## src/rtl/btc_pkg.sv

```systemverilog
// ----------------------------------------------------------------------------
// btc_pkg - shared types and constants for the box versus tile map checker
// Widths, register indexes, op codes, sequencer states and the probe word
// passed from the scan sequencer to the hit unit.
// ----------------------------------------------------------------------------
package btc_pkg;

  // map geometry
  localparam int MAX_ROWS = 32;
  localparam int MAX_COLS = 32;
  localparam int ROW_W    = $clog2(MAX_ROWS);
  localparam int COL_W    = $clog2(MAX_COLS);
  localparam int ADDR_W   = ROW_W + COL_W;
  localparam int DEPTH    = MAX_ROWS * MAX_COLS;

  // register and field widths
  localparam int DIM_W  = 6;
  localparam int TSZ_W  = 8;
  localparam int TS_W   = TSZ_W + 4;   // tile side in pixels times 16
  localparam int TC_W   = 18;          // tile corner coordinate, unsigned
  localparam int POS_W  = 19;
  localparam int SIZE_W = 16;
  localparam int MOV_W  = 16;
  localparam int CRD_W  = 22;          // signed compare width
  localparam int CFG_IDX_W = 2;

  localparam logic [7:0] OPEN_CODE = 8'd48;

  localparam logic [DIM_W-1:0] MAX_ROWS_V = DIM_W'(MAX_ROWS);
  localparam logic [DIM_W-1:0] MAX_COLS_V = DIM_W'(MAX_COLS);

  // configuration register indexes
  localparam logic [CFG_IDX_W-1:0] REG_MAP_ROWS  = 2'd0;
  localparam logic [CFG_IDX_W-1:0] REG_MAP_COLS  = 2'd1;
  localparam logic [CFG_IDX_W-1:0] REG_TILE_SIZE = 2'd2;

  // op codes
  localparam logic OP_WRITE = 1'b0;
  localparam logic OP_QUERY = 1'b1;

  // sequencer states
  typedef enum logic [4:0] {
    ST_IDLE  = 5'b00001,
    ST_SETUP = 5'b00010,
    ST_SCAN  = 5'b00100,
    ST_DRAIN = 5'b01000,
    ST_DONE  = 5'b10000
  } seq_state_t;

  // control word from sequencer to hit unit
  typedef struct packed {
    logic            clr;    // capture box, clear hits
    logic            setup;  // form box edge sums
    logic            vld;    // tile probe valid this cycle
    logic [TC_W-1:0] tx;
    logic [TC_W-1:0] ty;
  } probe_t;

endpackage

```

## src/rtl/btc_tile_mem.sv

```systemverilog
// ----------------------------------------------------------------------------
// btc_tile_mem - solid bit store
// One bit per tile, one write port and one registered read port.
// ----------------------------------------------------------------------------
module btc_tile_mem (
  input  logic                      clk,
  input  logic                      we,
  input  logic [btc_pkg::ADDR_W-1:0] waddr,
  input  logic                      wdata,
  input  logic [btc_pkg::ADDR_W-1:0] raddr,
  output logic                      rdata
);

  logic mem [btc_pkg::DEPTH];
  logic rdata_r;

  // write port
  always_ff @(posedge clk) begin
    if (we) begin
      mem[waddr] <= wdata;
    end
  end

  // registered read port
  always_ff @(posedge clk) begin
    rdata_r <= mem[raddr];
  end

  assign rdata = rdata_r;

endmodule

```

## src/rtl/btc_hit_unit.sv

```systemverilog
// ----------------------------------------------------------------------------
// btc_hit_unit - shared edge compare unit
// Holds the query box, forms its edge sums once, then tests one tile per
// cycle for the x-moved and y-moved boxes and ors the hits.
// ----------------------------------------------------------------------------
module btc_hit_unit (
  input  logic                                clk,
  input  btc_pkg::probe_t                     probe,
  input  logic                                solid,
  input  logic [btc_pkg::TS_W-1:0]            ts,
  input  logic signed [btc_pkg::POS_W-1:0]    box_x,
  input  logic signed [btc_pkg::POS_W-1:0]    box_y,
  input  logic [btc_pkg::SIZE_W-1:0]          box_w,
  input  logic [btc_pkg::SIZE_W-1:0]          box_h,
  input  logic signed [btc_pkg::MOV_W-1:0]    move_dx,
  input  logic signed [btc_pkg::MOV_W-1:0]    move_dy,
  output logic                                x_hit,
  output logic                                y_hit
);

  localparam int CW = btc_pkg::CRD_W;

  logic signed [CW-1:0] x_r, y_r, w_r, h_r, dx_r, dy_r;
  logic signed [CW-1:0] xa_r, xae_r, xe_r, ya_r, yae_r, ye_r;
  logic signed [CW-1:0] tx_s, ty_s, txe_s, tye_s;
  logic                 ox_moved, ox_still, oy_moved, oy_still;
  logic                 x_hit_r, y_hit_r;

  // capture box on query start, extended to compare width
  always_ff @(posedge clk) begin
    if (probe.clr) begin
      x_r  <= {{(CW-btc_pkg::POS_W){box_x[btc_pkg::POS_W-1]}}, box_x};
      y_r  <= {{(CW-btc_pkg::POS_W){box_y[btc_pkg::POS_W-1]}}, box_y};
      w_r  <= {{(CW-btc_pkg::SIZE_W){1'b0}}, box_w};
      h_r  <= {{(CW-btc_pkg::SIZE_W){1'b0}}, box_h};
      dx_r <= {{(CW-btc_pkg::MOV_W){move_dx[btc_pkg::MOV_W-1]}}, move_dx};
      dy_r <= {{(CW-btc_pkg::MOV_W){move_dy[btc_pkg::MOV_W-1]}}, move_dy};
    end
  end

  // box edge sums, once per query
  always_ff @(posedge clk) begin
    if (probe.setup) begin
      xa_r  <= x_r + dx_r;
      xae_r <= x_r + dx_r + w_r;
      xe_r  <= x_r + w_r;
      ya_r  <= y_r + dy_r;
      yae_r <= y_r + dy_r + h_r;
      ye_r  <= y_r + h_r;
    end
  end

  // tile edges
  always_comb begin
    tx_s  = $signed({{(CW-btc_pkg::TC_W){1'b0}}, probe.tx});
    ty_s  = $signed({{(CW-btc_pkg::TC_W){1'b0}}, probe.ty});
    txe_s = tx_s + $signed({{(CW-btc_pkg::TS_W){1'b0}}, ts});
    tye_s = ty_s + $signed({{(CW-btc_pkg::TS_W){1'b0}}, ts});
  end

  // inclusive interval overlap per axis
  always_comb begin
    ox_moved = (xa_r <= txe_s) && (xae_r >= tx_s);
    ox_still = (x_r  <= txe_s) && (xe_r  >= tx_s);
    oy_moved = (ya_r <= tye_s) && (yae_r >= ty_s);
    oy_still = (y_r  <= tye_s) && (ye_r  >= ty_s);
  end

  // hit accumulation
  always_ff @(posedge clk) begin
    if (probe.clr) begin
      x_hit_r <= 1'b0;
      y_hit_r <= 1'b0;
    end else if (probe.vld && solid) begin
      x_hit_r <= x_hit_r | (ox_moved & oy_still);
      y_hit_r <= y_hit_r | (ox_still & oy_moved);
    end
  end

  assign x_hit = x_hit_r;
  assign y_hit = y_hit_r;

endmodule

```

## src/rtl/btc_scan_seq.sv

```systemverilog
// ----------------------------------------------------------------------------
// btc_scan_seq - query sequencer
// Walks the map area row by row, one tile per cycle, keeping the tile
// corner coordinates by repeated add of the tile side.
// ----------------------------------------------------------------------------
module btc_scan_seq (
  input  logic                            clk,
  input  logic                            rst_n,
  input  logic                            start,
  input  logic [btc_pkg::DIM_W-1:0]       rows,
  input  logic [btc_pkg::DIM_W-1:0]       cols,
  input  logic [btc_pkg::TS_W-1:0]        ts,
  input  logic                            out_free,
  output logic                            idle,
  output logic [btc_pkg::ADDR_W-1:0]      raddr,
  output btc_pkg::probe_t                 probe,
  output logic                            load_out
);

  btc_pkg::seq_state_t state_r, state_nxt;

  logic [btc_pkg::ROW_W-1:0] row_r, row_nxt;
  logic [btc_pkg::COL_W-1:0] col_r, col_nxt;
  logic [btc_pkg::TC_W-1:0]  tx_r, tx_nxt, ty_r, ty_nxt;
  logic [btc_pkg::TC_W-1:0]  stx_r, sty_r;
  logic                      svld_r, svld_nxt;
  logic                      last_col, last_row;
  logic [btc_pkg::TC_W-1:0]  ts_ext;

  assign ts_ext   = {{(btc_pkg::TC_W-btc_pkg::TS_W){1'b0}}, ts};
  assign last_col = {1'b0, col_r} == (cols - 1'b1);
  assign last_row = {1'b0, row_r} == (rows - 1'b1);

  // next state and counters
  always_comb begin
    state_nxt = state_r;
    row_nxt   = row_r;
    col_nxt   = col_r;
    tx_nxt    = tx_r;
    ty_nxt    = ty_r;
    svld_nxt  = 1'b0;
    load_out  = 1'b0;
    case (state_r)
      btc_pkg::ST_IDLE: begin
        if (start) begin
          state_nxt = btc_pkg::ST_SETUP;
        end
      end
      btc_pkg::ST_SETUP: begin
        row_nxt = '0;
        col_nxt = '0;
        tx_nxt  = '0;
        ty_nxt  = '0;
        if (rows == '0 || cols == '0) begin
          state_nxt = btc_pkg::ST_DRAIN;
        end else begin
          state_nxt = btc_pkg::ST_SCAN;
        end
      end
      btc_pkg::ST_SCAN: begin
        svld_nxt = 1'b1;
        if (last_col) begin
          col_nxt = '0;
          tx_nxt  = '0;
          row_nxt = row_r + 1'b1;
          ty_nxt  = ty_r + ts_ext;
          if (last_row) begin
            state_nxt = btc_pkg::ST_DRAIN;
          end
        end else begin
          col_nxt = col_r + 1'b1;
          tx_nxt  = tx_r + ts_ext;
        end
      end
      btc_pkg::ST_DRAIN: begin
        state_nxt = btc_pkg::ST_DONE;
      end
      btc_pkg::ST_DONE: begin
        if (out_free) begin
          load_out  = 1'b1;
          state_nxt = btc_pkg::ST_IDLE;
        end
      end
      default: begin
        state_nxt = btc_pkg::ST_IDLE;
      end
    endcase
  end

  // control registers
  always_ff @(posedge clk) begin
    if (!rst_n) begin
      state_r <= btc_pkg::ST_IDLE;
      svld_r  <= 1'b0;
    end else begin
      state_r <= state_nxt;
      svld_r  <= svld_nxt;
    end
  end

  // counters and probe stage, aligned with the memory read
  always_ff @(posedge clk) begin
    row_r <= row_nxt;
    col_r <= col_nxt;
    tx_r  <= tx_nxt;
    ty_r  <= ty_nxt;
    stx_r <= tx_r;
    sty_r <= ty_r;
  end

  assign idle        = (state_r == btc_pkg::ST_IDLE);
  assign raddr       = {row_r, col_r};
  assign probe.clr   = start;
  assign probe.setup = (state_r == btc_pkg::ST_SETUP);
  assign probe.vld   = svld_r;
  assign probe.tx    = stx_r;
  assign probe.ty    = sty_r;

endmodule

```

## src/rtl/box_tilemap_collision.sv

```systemverilog
// ----------------------------------------------------------------------------
// box_tilemap_collision - per-axis box versus tile map collision test
// Keeps one solid bit per tile and answers box queries by scanning the map.
// ----------------------------------------------------------------------------
// Usage:
//   in_* channel carries one word per item. op = write stores one tile (solid
//   unless its code is '0') and gives no result; op = query tests the box
//   moved by move_dx alone (x_hit) and by move_dy alone (y_hit).
//   out_* channel carries one word per query. cfg_* writes map_rows (0),
//   map_cols (1) and tile_size (2); cfg_ready is always high.
//   A query holds in_stall high through setup, a scan of one tile per cycle
//   through the single tile memory read port and compare unit, drain and
//   result load; the result shows on out_valid the cycle after the load.
//   If the receiver stalls, the result stays in the output register; the
//   next query may be taken meanwhile but waits at its end for that register.
//   Reset sets the map to 32 x 32 tiles of 32 pixels and clears the
//   handshake; tile contents are undefined until written.
// ----------------------------------------------------------------------------
module box_tilemap_collision (
  input  logic                                    clk,
  input  logic                                    rst_n,
  // input word channel
  input  logic                                    in_valid,
  output logic                                    in_stall,
  input  logic                                    in_op,
  input  logic [4:0]                              in_tile_row,
  input  logic [4:0]                              in_tile_col,
  input  logic [7:0]                              in_tile_code,
  input  logic signed [btc_pkg::POS_W-1:0]        in_box_x,
  input  logic signed [btc_pkg::POS_W-1:0]        in_box_y,
  input  logic [btc_pkg::SIZE_W-1:0]              in_box_w,
  input  logic [btc_pkg::SIZE_W-1:0]              in_box_h,
  input  logic signed [btc_pkg::MOV_W-1:0]        in_move_dx,
  input  logic signed [btc_pkg::MOV_W-1:0]        in_move_dy,
  // result channel
  output logic                                    out_valid,
  input  logic                                    out_stall,
  output logic                                    out_x_hit,
  output logic                                    out_y_hit,
  // configuration channel
  input  logic                                    cfg_valid,
  output logic                                    cfg_ready,
  input  logic [btc_pkg::CFG_IDX_W-1:0]           cfg_index,
  input  logic [7:0]                              cfg_data
);

  logic [btc_pkg::DIM_W-1:0] map_rows_r, map_cols_r;
  logic [btc_pkg::TSZ_W-1:0] tile_size_r;
  logic [btc_pkg::DIM_W-1:0] rows_eff, cols_eff;
  logic [btc_pkg::TS_W-1:0]  ts;

  logic                       idle, in_acc, wr_acc, q_acc, load_out, out_free;
  logic [btc_pkg::ADDR_W-1:0] raddr;
  logic                       solid;
  btc_pkg::probe_t            probe;
  logic                       x_hit, y_hit;
  logic                       out_valid_r, out_x_r, out_y_r;

  // configuration registers
  assign cfg_ready = 1'b1;

  always_ff @(posedge clk) begin
    if (!rst_n) begin
      map_rows_r  <= btc_pkg::DIM_W'(32);
      map_cols_r  <= btc_pkg::DIM_W'(32);
      tile_size_r <= btc_pkg::TSZ_W'(32);
    end else if (cfg_valid && cfg_ready) begin
      case (cfg_index)
        btc_pkg::REG_MAP_ROWS:  map_rows_r  <= cfg_data[btc_pkg::DIM_W-1:0];
        btc_pkg::REG_MAP_COLS:  map_cols_r  <= cfg_data[btc_pkg::DIM_W-1:0];
        btc_pkg::REG_TILE_SIZE: tile_size_r <= cfg_data;
        default: ;
      endcase
    end
  end

  // map size saturation and tile side in fixed point
  assign rows_eff = (map_rows_r > btc_pkg::MAX_ROWS_V) ? btc_pkg::MAX_ROWS_V : map_rows_r;
  assign cols_eff = (map_cols_r > btc_pkg::MAX_COLS_V) ? btc_pkg::MAX_COLS_V : map_cols_r;
  assign ts       = {tile_size_r, 4'b0000};

  // input handshake
  assign in_stall = !idle;
  assign in_acc   = in_valid && !in_stall;
  assign wr_acc   = in_acc && (in_op == btc_pkg::OP_WRITE);
  assign q_acc    = in_acc && (in_op == btc_pkg::OP_QUERY);

  btc_tile_mem u_mem (
    .clk   (clk),
    .we    (wr_acc),
    .waddr ({in_tile_row, in_tile_col}),
    .wdata (in_tile_code != btc_pkg::OPEN_CODE),
    .raddr (raddr),
    .rdata (solid)
  );

  btc_scan_seq u_seq (
    .clk      (clk),
    .rst_n    (rst_n),
    .start    (q_acc),
    .rows     (rows_eff),
    .cols     (cols_eff),
    .ts       (ts),
    .out_free (out_free),
    .idle     (idle),
    .raddr    (raddr),
    .probe    (probe),
    .load_out (load_out)
  );

  btc_hit_unit u_hit (
    .clk     (clk),
    .probe   (probe),
    .solid   (solid),
    .ts      (ts),
    .box_x   (in_box_x),
    .box_y   (in_box_y),
    .box_w   (in_box_w),
    .box_h   (in_box_h),
    .move_dx (in_move_dx),
    .move_dy (in_move_dy),
    .x_hit   (x_hit),
    .y_hit   (y_hit)
  );

  // output register
  assign out_free = !out_valid_r || !out_stall;

  always_ff @(posedge clk) begin
    if (!rst_n) begin
      out_valid_r <= 1'b0;
    end else if (load_out) begin
      out_valid_r <= 1'b1;
    end else if (!out_stall) begin
      out_valid_r <= 1'b0;
    end
  end

  always_ff @(posedge clk) begin
    if (load_out) begin
      out_x_r <= x_hit;
      out_y_r <= y_hit;
    end
  end

  assign out_valid = out_valid_r;
  assign out_x_hit = out_x_r;
  assign out_y_hit = out_y_r;

endmodule
```

## config.mk

```make
export PLATFORM = sky130hd
export DESIGN_NAME = box_tilemap_collision
export DESIGN_NICKNAME = d
export VERILOG_FILES = /design/src/rtl/btc_pkg.sv /design/src/rtl/btc_tile_mem.sv /design/src/rtl/btc_hit_unit.sv /design/src/rtl/btc_scan_seq.sv /design/src/rtl/box_tilemap_collision.sv
export SDC_FILE = /design/constraint.sdc
export NUM_CORES = 2
export LEC_CHECK = 0
export ABC_AREA = 1
export BUFFER_PORTS_ARGS = -buffer_cell sky130_fd_sc_hd__buf_2
export CORE_MARGIN = 5
export CORE_UTILIZATION = 53
export CTS_CLUSTER_SIZE = 8
export DETAILED_ROUTE_END_ITERATION = 7
export GPL_TIMING_DRIVEN = 0
export PLACE_DENSITY = 0.69
export SETUP_SLACK_MARGIN = 0.2
export SYNTH_ARGS = -nofsm -noshare
export SYNTH_HDL_FRONTEND = slang
export SYNTH_SLANG_ARGS = --single-unit
export TNS_END_PERCENT = 30
```

## constraint.sdc

```tcl
create_clock -name clk -period 38.3 [get_ports clk]
set_input_delay 5.745 -clock clk [delete_from_list [all_inputs] [get_ports clk]]
set_output_delay 5.745 -clock clk [all_outputs]
set_load 0.1 [all_outputs]
```

# --- Word-level counts from Yosys, hierarchy flattened ---
# Memories as Yosys holds them, arrays and structs flattened. A register that Yosys moved wholly into a read port is not among the register bits.
# Cells that the tools add are included.
totals:
  ram_bits: 1024
  mem_count: 1
  regBits: 347
  elab_cells: 118
  out_inout_bits: 5
memory_table:
  columns: ["name", "words", "width", "read_ports", "rd_ports_with_merged_regs", "write_ports", "line", "source"]
  rows:
  - ["u_mem.mem", 1024, 1, 1, 1, 1, "btc_tile_mem.sv:14", "logic mem [btc_pkg::DEPTH];"]
op_classes:
  n_reduce_logical: 22
  bitwise: 5
  mux: 23
  addsub: 14
  eq_ne: 15
  n_lt_le_gt_ge: 10
ops:
  columns: ["op", "n"]
  rows:
  - ["22-bit by 19-bit >= comparator with 1-bit output", 4]
  - ["18-bit one-hot mux with 2 select lines", 2]
  - ["22-bit by 17-bit adder with 22-bit output", 2]
  - ["22-bit less-or-equal comparator", 2]
  - ["19-bit by 16-bit adder with 20-bit output", 2]
  - ["19-bit by 17-bit adder with 20-bit output", 2]
  - ["19-bit by 20-bit less-or-equal comparator with 1-bit output", 2]
  - ["18-bit by 12-bit adder with 19-bit output", 2]
  - ["18-bit by 12-bit adder with 18-bit output", 2]
  - ["18-bit 2-to-1 mux", 2]
  - ["5-bit 2-to-1 mux", 6]
  - ["5-bit one-hot mux with 5 select lines", 1]
  - ["5-bit one-hot mux with 2 select lines", 2]
  - ["5-bit by 6-bit == test with 1-bit output", 2]
  - ["6-bit greater-than comparator (second input constant)", 2]
  - ["6-bit zero test", 2]
  - ["6-bit 2-to-1 mux", 2]
  - ["6-bit by 1-bit subtractor with 6-bit output (second input constant)", 2]
  - ["5-bit by 1-bit adder with 5-bit output (second input constant)", 2]
  - ["1-bit logical AND", 8]
  - ["2-bit by 1-bit != test with 1-bit output (second input constant)", 4]
  - ["8-bit by 6-bit != test with 1-bit output (second input constant)", 1]
  - ["2-bit AND reduction", 4]
  - ["1-bit 2-to-1 mux", 7]
  - ["other kinds (17)", 22]

# --- Logic depth before layout (Yosys ltp) ---
depth:
  word_depth: 7
  ltp_mapped: 26
  mapped_depth_nobuf: 26

# --- By module ---
# A second synthesis with hierarchy kept.
unflattened:
  cells_unflattened: 7099
  hier_area_um2: 68752.2
modules_own_cells:
  columns: ["mod", "cells_each", "area_per_inst_um2", "seq_area_each_um2", "n_inst"]
  rows:
  - ["btc_tile_mem", 4679, 46392.0, 30769.5, 1]
  - ["btc_hit_unit", 1714, 16599.7, 6796.5, 1]
  - ["btc_scan_seq", 556, 4700.8, 2222.1, 1]
  - ["box_tilemap_collision", 150, 1059.8, 480.5, 1]

# --- Worst setup path before layout ---
# Ideal clock, no wire load.
synth_timing:
  path_type: "input port to flip-flop"
  start: "input in_tile_code[1]"
  end: "memory u_mem.mem[0], data pin"
  setup_time_ns: 6.248
  n_path_buf: 0
  path_slack_ns: 11.104
  t_required_ns: 32.052
  t_arrival_ns: 20.948
  path_stages: 2
  cell_sequence: "nor4_1 -> nand4_1"
synth_between:
  elab_chain_cells: 1
synth_lines:
  columns: ["item", "line", "source"]
  rows:
  - ["start: declaration", "box_tilemap_collision.sv:28", "input logic [7:0] in_tile_code,"]
  - ["8-bit by 6-bit != test with 1-bit output", "box_tilemap_collision.sv:92", ".wdata (in_tile_code != btc_pkg::OPEN_CODE),"]
  - ["named net u_mem.wdata", "btc_tile_mem.sv:9", "input logic wdata,"]
  - ["end: declaration", "btc_tile_mem.sv:14", null]
# The timed path passes the listed nets, and every way through them passes these cells.

# --- Final worst setup path ---
layout_timing:
  start: "input in_tile_row[3]"
  end: "memory u_mem.mem[42], enable pin"
layout_rtl:
  columns: ["item", "line", "source"]
  rows:
  - ["start: declaration", "box_tilemap_collision.sv:26", "input logic [4:0] in_tile_row,"]
# Straight into the memory's write port.

==> results.md <==
- Outcome: finished with violations
- Violated checks: DRC, capacitance limit, slew limit
- Clk buf depth: 3
- Share of cells above drive strength 1: 14.8%
- Kind of critical path: in -> reg
- Core Util, Final: 60.8%
- Total power: 4.20 mW
- Final Non-Filler Cells: 8200
- Clock root buffer: clkbuf_16
- Crit path arrival time: 8840 ps
- Critical Path End Type: register
- Max Cap Violations: 30
- Die Area: 130000 sq um
- CTS tree: built
- Post-detail-place hpwl: 200000 microns
- Clock Power Share: 35.9%
- Worst path bufs/invs: 2
- Leak: 27.4 nW
- CP Cell Sequence: buf_2 -> nor3_1 -> nand2_1 -> buf_1 -> nor2_1
- RSZ-0062 raised after global routing: false
- Seq pwr share: 40.1%
- Final routed DRC violation total: 1
- Type of origin of the critical path: input pin
- Dpl ws: 29520 ps
- Commonest non-fill, non-tap cells in the layout: 1409 x nor2_1, 1274 x edfxtp_1, 582 x o21ai_0, 516 x nand2_1, 300 x nor2_2
- Chip height: 361 microns
- Final setup fails: 0
- VDD IR-drop max: 0.0000507 V
- Sw Share: 33.8%
- Top Family by Delay on Critical Path: simple AND/OR/NAND/NOR gates
- PostCTS Resize Cnt: 0
- Min Hold Slack: 376 ps
- Final std cell area, no fill: 74200 sq um
- Critical Path Max Stage Delay: 1170 ps
- # hold bufs at CTS: 0
- Met2 Usage GRT: 64.2%
- Number of synthesized flops with an enable pin: 1274
- First-pass GRT wire length: 393000 microns
- Final min period: 8310 ps
- CP Max Fanout: 10
- Setup TNS: 0 ps
- Via density per instance: 6.64
- Clk_lat worst skew: 850 ps
- Detail Route Antenna Nets: 0
- Final WS setup: 29990 ps
- Synth unique cells: 57
- Antenna violations before repair: 30
- Power density over the cells: 56.6 nW/um^2
- Core box area: 122000 sq um
- Achievable Freq: 120 MHz
- Cell Rows: 128
- Number of synthesized register bits: 1332
- Slowest cell on crit path: nor3_1
- Total Wirelength: 295000 microns
- Slew headroom: -21.3%
- Routing usage on met1: 51.3%
- Slew @ Worst Pin: 1820 ps
- Global Route met3 Usage: 17.5%
- Power Internal: 2.78 mW
- Synth warn: 0
- Post-synthesis sequential area ratio: 60.5%
- Mean post-synth cell area: 10.7 sq um
- Pre-antenna DRT Iters: 8
- Initial core utilization: 53.4%
- Inserted Clock Buffers: 185
- Ys async rst share: 0%
- Area Overhead vs Synth: 13.8%
- Skew final: 46.7 ps
- Iter 0 DRT Violations: 9931
- Largest net degree at the start of global routing: 30
- Die W: 361 microns
- Io pins: 141
- Gr busiest metal: met2
- Vias in the first global route: 49.8k
- GR Util All Layers: 44.0%
- Final Cycle Share: 21.7%
- Setup bufs post-CTS: 0
- DR vias: 54.5k
- Placed cell count: 7937
- Logic pwr share: 24.0%
- Gp weighted congestion: 1.05
- Drt wl/cell: 35.9 microns
- Final hold vios: 0
- Max-slew violations: 301
- Clock slew at reported path FFs: 50 ps
- Most common cell after layout, fill and taps aside: nor2_1
- NumNets Final: 6898
- Netlist Area Pre-Place: 65200 sq um
- WP data required: 38830 ps
- Hold crit path type: reg -> reg
- H-tree levels: 4
- Placed Area: 69000 sq um
- Clk sink count: 1332
- Buffers on Ports: 139
- Sw power: 1.42 mW
- Congestion Overflow GR: 0
- Main synth FF type: edfxtp_1
- Mapped Nets: 6497
- Mapped Cells: 6103
==> power by group through the flow <==
stage               combinational [mW]  clock, mW  sequential [mW]
global route                      1.03       1.56             1.69
detailed placement               0.941          0             1.71
CTS                              0.946       1.50             1.68
floorplan                        0.528          0             1.71
finish                            1.01       1.51             1.68
global placement                 0.920          0             1.73
==> kinds of logic (layout without fill, tap and decap cells) <==
kind of cell | Yosys count | count (layout) | share of synthesized area, %
adders and majority gates | 258 | 258 | 5.07
buffers and inverters | 623 | 1061 | 4.97
AOI/OAI and AO/OA | 1173 | 1173 | 10.2
and+or+nand+nor | 2578 | 2578 | 17.4
DFF | 1332 | 1332 | 60.5
xor gates and xnor gates | 138 | 138 | 1.85
other | 1 | 35 | 0.00576
==> worst paths after layout <==
check                                    start             end  slack (ps)  cells past startpoint
worst max register to register  u_seq.col_r[1]     u_mem.rdata       33290                     16
worst max-delay path            in_tile_row[3]   u_mem.mem[42]       29990                      5
worst min-delay path             u_seq.tx_r[8]  u_seq.stx_r[8]         380                      0
worst min register to register   u_seq.tx_r[8]  u_seq.stx_r[8]         380                      0
==> area by class of cell <==
type	instances	area [sq um]
fillers	10309	47900
flip-flops and latches	1332	39400
multi-input cells	4148	22500
clock buffers	208	4750
plain buffers	411	2490
well taps	1625	2030
repair buffers	214	1790
inverters	212	796
clock inverters	16	274
diodes	34	85.1
==> layer usage <==
layer | up-vias | routed length, microns
met4 | 15 | 31100
met1 | 26163 | 97900
met5 | - | 129
li1 | 22268 | -
met3 | 1350 | 42400
met2 | 4658 | 123000
==> Yosys cell counts, types with 143 or more instances <==
cell	count	share of area (%)
ha_1	248	4.8
nor2_1	1410	8.1
edfxtp_1	1274	59
o21ai_0	582	4.5
a21oi_1	206	1.6
clkbuf_1	220	1.3
nor2_2	299	2.9
o22ai_1	143	1.4
nand3_1	158	1.2
inv_1	207	1.2
nand2_1	516	3.0
==> state kept, by name, summed over array words and instances, names as in the netlist, 8 cells and up <==
name and cells:
u_seq.stx_r 14, u_hit.xae_r 18, tile_size_r 8, u_seq.sty_r 14
u_hit.y_r 19, u_hit.w_r 16, u_hit.ya_r 20, u_seq.ty_r 14
u_hit.xe_r 16, u_hit.h_r 16, u_hit.x_r 19, u_hit.yae_r 18
u_hit.dx_r 16, u_hit.xa_r 20, u_mem.mem 1024, u_seq.tx_r 14
u_hit.ye_r 16, u_hit.dy_r 16
Power figures use the tool's default switching activity.
